File: src/hdl/crsh_ram.sv
// Generic single-write, single-read RAM with registered read data.
module crsh_ram #(
   parameter int WIDTH = 8,
   parameter int DEPTH = 16,
   localparam int AW = (DEPTH > 1) ? $clog2(DEPTH) : 1
) (
   input  logic             clock,
   input  logic             wr_en,
   input  logic [AW-1:0]    wr_addr,
   input  logic [WIDTH-1:0] wr_data,
   input  logic [AW-1:0]    rd_addr,
   output logic [WIDTH-1:0] rd_data
);

   logic [WIDTH-1:0] mem_ff [DEPTH];

   always_ff @(posedge clock) begin
      if (wr_en) begin
         mem_ff[wr_addr] <= wr_data;
      end
      rd_data <= mem_ff[rd_addr];
   end

endmodule

File: config.mk
export PLATFORM = sky130hd
export DESIGN_NAME = crsh_ram
export DESIGN_NICKNAME = d
export VERILOG_FILES = /design/src/hdl/crsh_ram.sv
export SDC_FILE = /design/constraint.sdc
export NUM_CORES = 1
export LEC_CHECK = 0
export BUFFER_PORTS_ARGS = -buffer_cell sky130_fd_sc_hd__buf_2
export CORE_MARGIN = 2
export CORE_UTILIZATION = 30
export CTS_BUF_LIST = sky130_fd_sc_hd__clkbuf_16
export DETAILED_ROUTE_END_ITERATION = 6
export SLEW_MARGIN = 5
export SYNTH_ARGS = -nofsm -noshare
export SYNTH_HDL_FRONTEND = slang
export SYNTH_SLANG_ARGS = --single-unit
File: constraint.sdc
create_clock -name clock -period 5.9 [get_ports clock]
set_clock_uncertainty 0.2 [all_clocks]
set_input_delay 0.59 -clock clock [delete_from_list [all_inputs] [get_ports clock]]
set_output_delay 0.59 -clock clock [all_outputs]
set_load 0.05 [all_outputs]
==> impl_metrics.tcl <==
set metrics [dict create \
    outcome "finished, final reports clean" \
    vdd_drop_max_mv 0.161 \
    final_max_slew_viol_count 0 \
    synth.area.top_cells "edfxtp_1 75%, mux4_2 7.9%, mux4_1 7.1%" \
    dp.cells 467 \
    m1WireLength_microns 4440 \
    crit_type "input port to flip-flop" \
    cts.sinks 136 \
    syn_inst 229 \
    synth_top_cell_area_share 0.747 \
    yosysSeqAreaShare 0.778 \
    holdBufCountCts 0 \
    hold_path_class "input port to flip-flop" \
    yosysWarningCount 0 \
    fillers 1552 \
    rows 47 \
    place.gp.congestion 0.760 \
    holdPathStages 1 \
    wl_met3_microns 691 \
    wl_met2_microns 4750 \
    reg2reg_depth 3 \
    cp.arrival_ns 2.47 \
    groute.usage.overall 0.115 \
    cp-end-kind "flip-flop" \
    hold_path_end "mem_ff[2][4]$_DFFE_PP_" \
    die_x_microns 135 \
    post_cts_buffers 0 \
    reg2reg_slack_ns 4.31 \
    finalHoldViolations 0 \
    num_vias 2304 \
    hp-start "wr_data[4]" \
    synth_cell_type_count 19 \
    crit_path_start_kind "input port" \
    p_leak_nw 2.02 \
    stdcell_count 499 \
    power_per_cell_area_mw_per_mm2 371 \
    ff_latch_area_sq_mm 0.00400 \
    synth-seq-cells 136 \
    synth.avg_cell_area_sq_um 22.5 \
    start_util 0.308 \
    grt_max_degree 33 \
    setup_tns_ns 0 \
    cts.clk_slew.worst_paths_ns 0.06 \
    finalCritPeriodShare 0.405 \
    layout-drive-gt1-share 0.262 \
    die_h_microns 135 \
    clock_latency_ns 0.41 \
    path_max_fanout 32 \
    syn_area_sq_mm 0.00515 \
    first_pass_iters 4 \
    slew_headroom 0.290 \
    setup-violations-final 0 \
    grt.overflow.total 0 \
    io_pins 26 \
    power_mw 2.26 \
    cap_violations 0 \
    nets 284 \
    drc 0 \
    cts.repair.resized 0 \
    yosys.area.top_type "edfxtp_1" \
    fmax_mhz 418 \
    cp.required_ns 5.98 \
    io_buffers 25 \
    cts_buffer_depth 2 \
    htreeDepth 4 \
    clockRootBuffer "clkbuf_16" \
    diodes 0 \
    cts_tree "done" \
    reg2reg_from "mem_ff[1][5]$_DFFE_PP_" \
    rr_endpoint "rd_data[5]$_DFF_P_" \
    synth_nets 247 \
    fin_crit_ns 2.39 \
    wl_per_cell_microns 19.9 \
    wl_microns 9910 \
    top_layer "met4" \
    numCtsBuffers 17 \
    syn_to_final_growth_pct 18.2 \
    rsz0062_at_grt "false" \
    grt_pass1_wl_microns 14500 \
    ant_nets 0 \
    worst_pin_slew_ns 1.06 \
    multiInputGateArea_sq_mm 0.00106 \
    dp_hpwl_microns 6220 \
    dp_slack_ns 3.02 \
    grt_pass1_vias 2432 \
    dieArea_sq_mm 0.0182 \
    via_per_inst 4.62 \
    drt_iter0_drc 165 \
    core_sq_mm 0.0167 \
    antenna_found_initial 0 \
    layout_setup_ws_ns 3.51 \
]
## synthesized netlist by cell type, drive strengths merged
| library cell | count |
|---|---|
| a22oi | 16 |
| and2 | 1 |
| and2b | 1 |
| buf | 7 |
| clkdlybuf4s25 | 3 |
| dfxtp | 8 |
| edfxtp | 128 |
| mux4 | 32 |
| nand2 | 9 |
| nand2b | 2 |
| nand3 | 1 |
| nand3b | 2 |
| nor2 | 13 |
| nor2b | 1 |
| nor3 | 4 |
| or3b | 1 |
## worst max-delay path by stage
stage                    start                     end  slack, ns  cells past startpoint
global placement    wr_addr[2]  mem_ff[0][4]$_DFFE_PP_       2.95                      3
CTS                 rd_addr[0]      rd_data[5]$_DFF_P_       3.44                      4
global route        rd_addr[0]      rd_data[5]$_DFF_P_       3.34                      4
detailed placement  rd_addr[0]      rd_data[5]$_DFF_P_       3.02                      4
finish              rd_addr[0]      rd_data[5]$_DFF_P_       3.51                      4
floorplan           wr_addr[2]  mem_ff[0][0]$_DFFE_PP_       3.62                      2
## power breakdown
group	switching [mW]	total [mW]	leakage, nW	internal (mW)
sequential	0.00726	1.09	1.22	1.08
clock	0.362	1.06	0.304	0.694
combinational	0.0769	0.116	0.487	0.0388
total	0.446	2.26	2.02	1.81
## critical path, cell delays in order
cell and delay [ns]:
buf_2 0.78, mux4_1 0.67, a22oi_1 0.30, nand2_1 0.10
## layout make-up
class                   count  share of cell area
flip-flops and latches    136               0.658
multi-input cells          83               0.175
clock buffers              17              0.0699
well taps                 220              0.0452
clock inverters            15              0.0280
repair buffers             28              0.0243
## placed cells by master, fill, tap and decap left out
master,count
a22oi_1,16
and2_1,1
and2b_1,1
buf_2,25
buf_4,3
bufinv_16,4
clkbuf_16,17
clkinv_1,4
clkinv_2,3
clkinv_4,1
dfxtp_1,8
edfxtp_1,128
inv_1,3
mux4_1,14
mux4_2,18
nand2_1,9
nand2b_1,2
nand3_1,1
nand3b_1,2
nor2_1,13
nor2b_1,1
nor3_1,3
nor3_2,1
or3b_2,1
## metrics by stage
| step | util | instance area (sq um) | hold slack [ns] |
|---|---|---|---|
| finish | 0.364 | 6080 | 0.361 |
| global route | 0.364 | 6080 | 0.368 |
| CTS | 0.364 | 6080 | 0.349 |
| detailed placement | 0.329 | 5490 | 0.454 |
| global placement | 0.328 | 5480 | 0.451 |
| floorplan | - | 5150 | 0.429 |
## flip-flops by register name (all words and copies together), names as in the netlist
register / cells
mem_ff: 128
rd_data: 8
## kinds of logic (layout without fill, tap and decap cells)
kind of cell           after synthesis  in the layout  share of synthesized area
AOI/OAI and AO/OA                   16             16                     0.0233
and+or+nand+nor                     35             35                     0.0318
DFF                                136            136                      0.778
buffers and inverters               10             60                     0.0168
muxes                               32             32                      0.150
## metal layers
metal / GRT usage / up-vias
met3: 0.0345 / 2
met5: 0 / -
met2: 0.167 / 78
met1: 0.162 / 1178
met4: 0.0446 / 0
li1: - / 1046
Power figures use the tool's default switching activity.
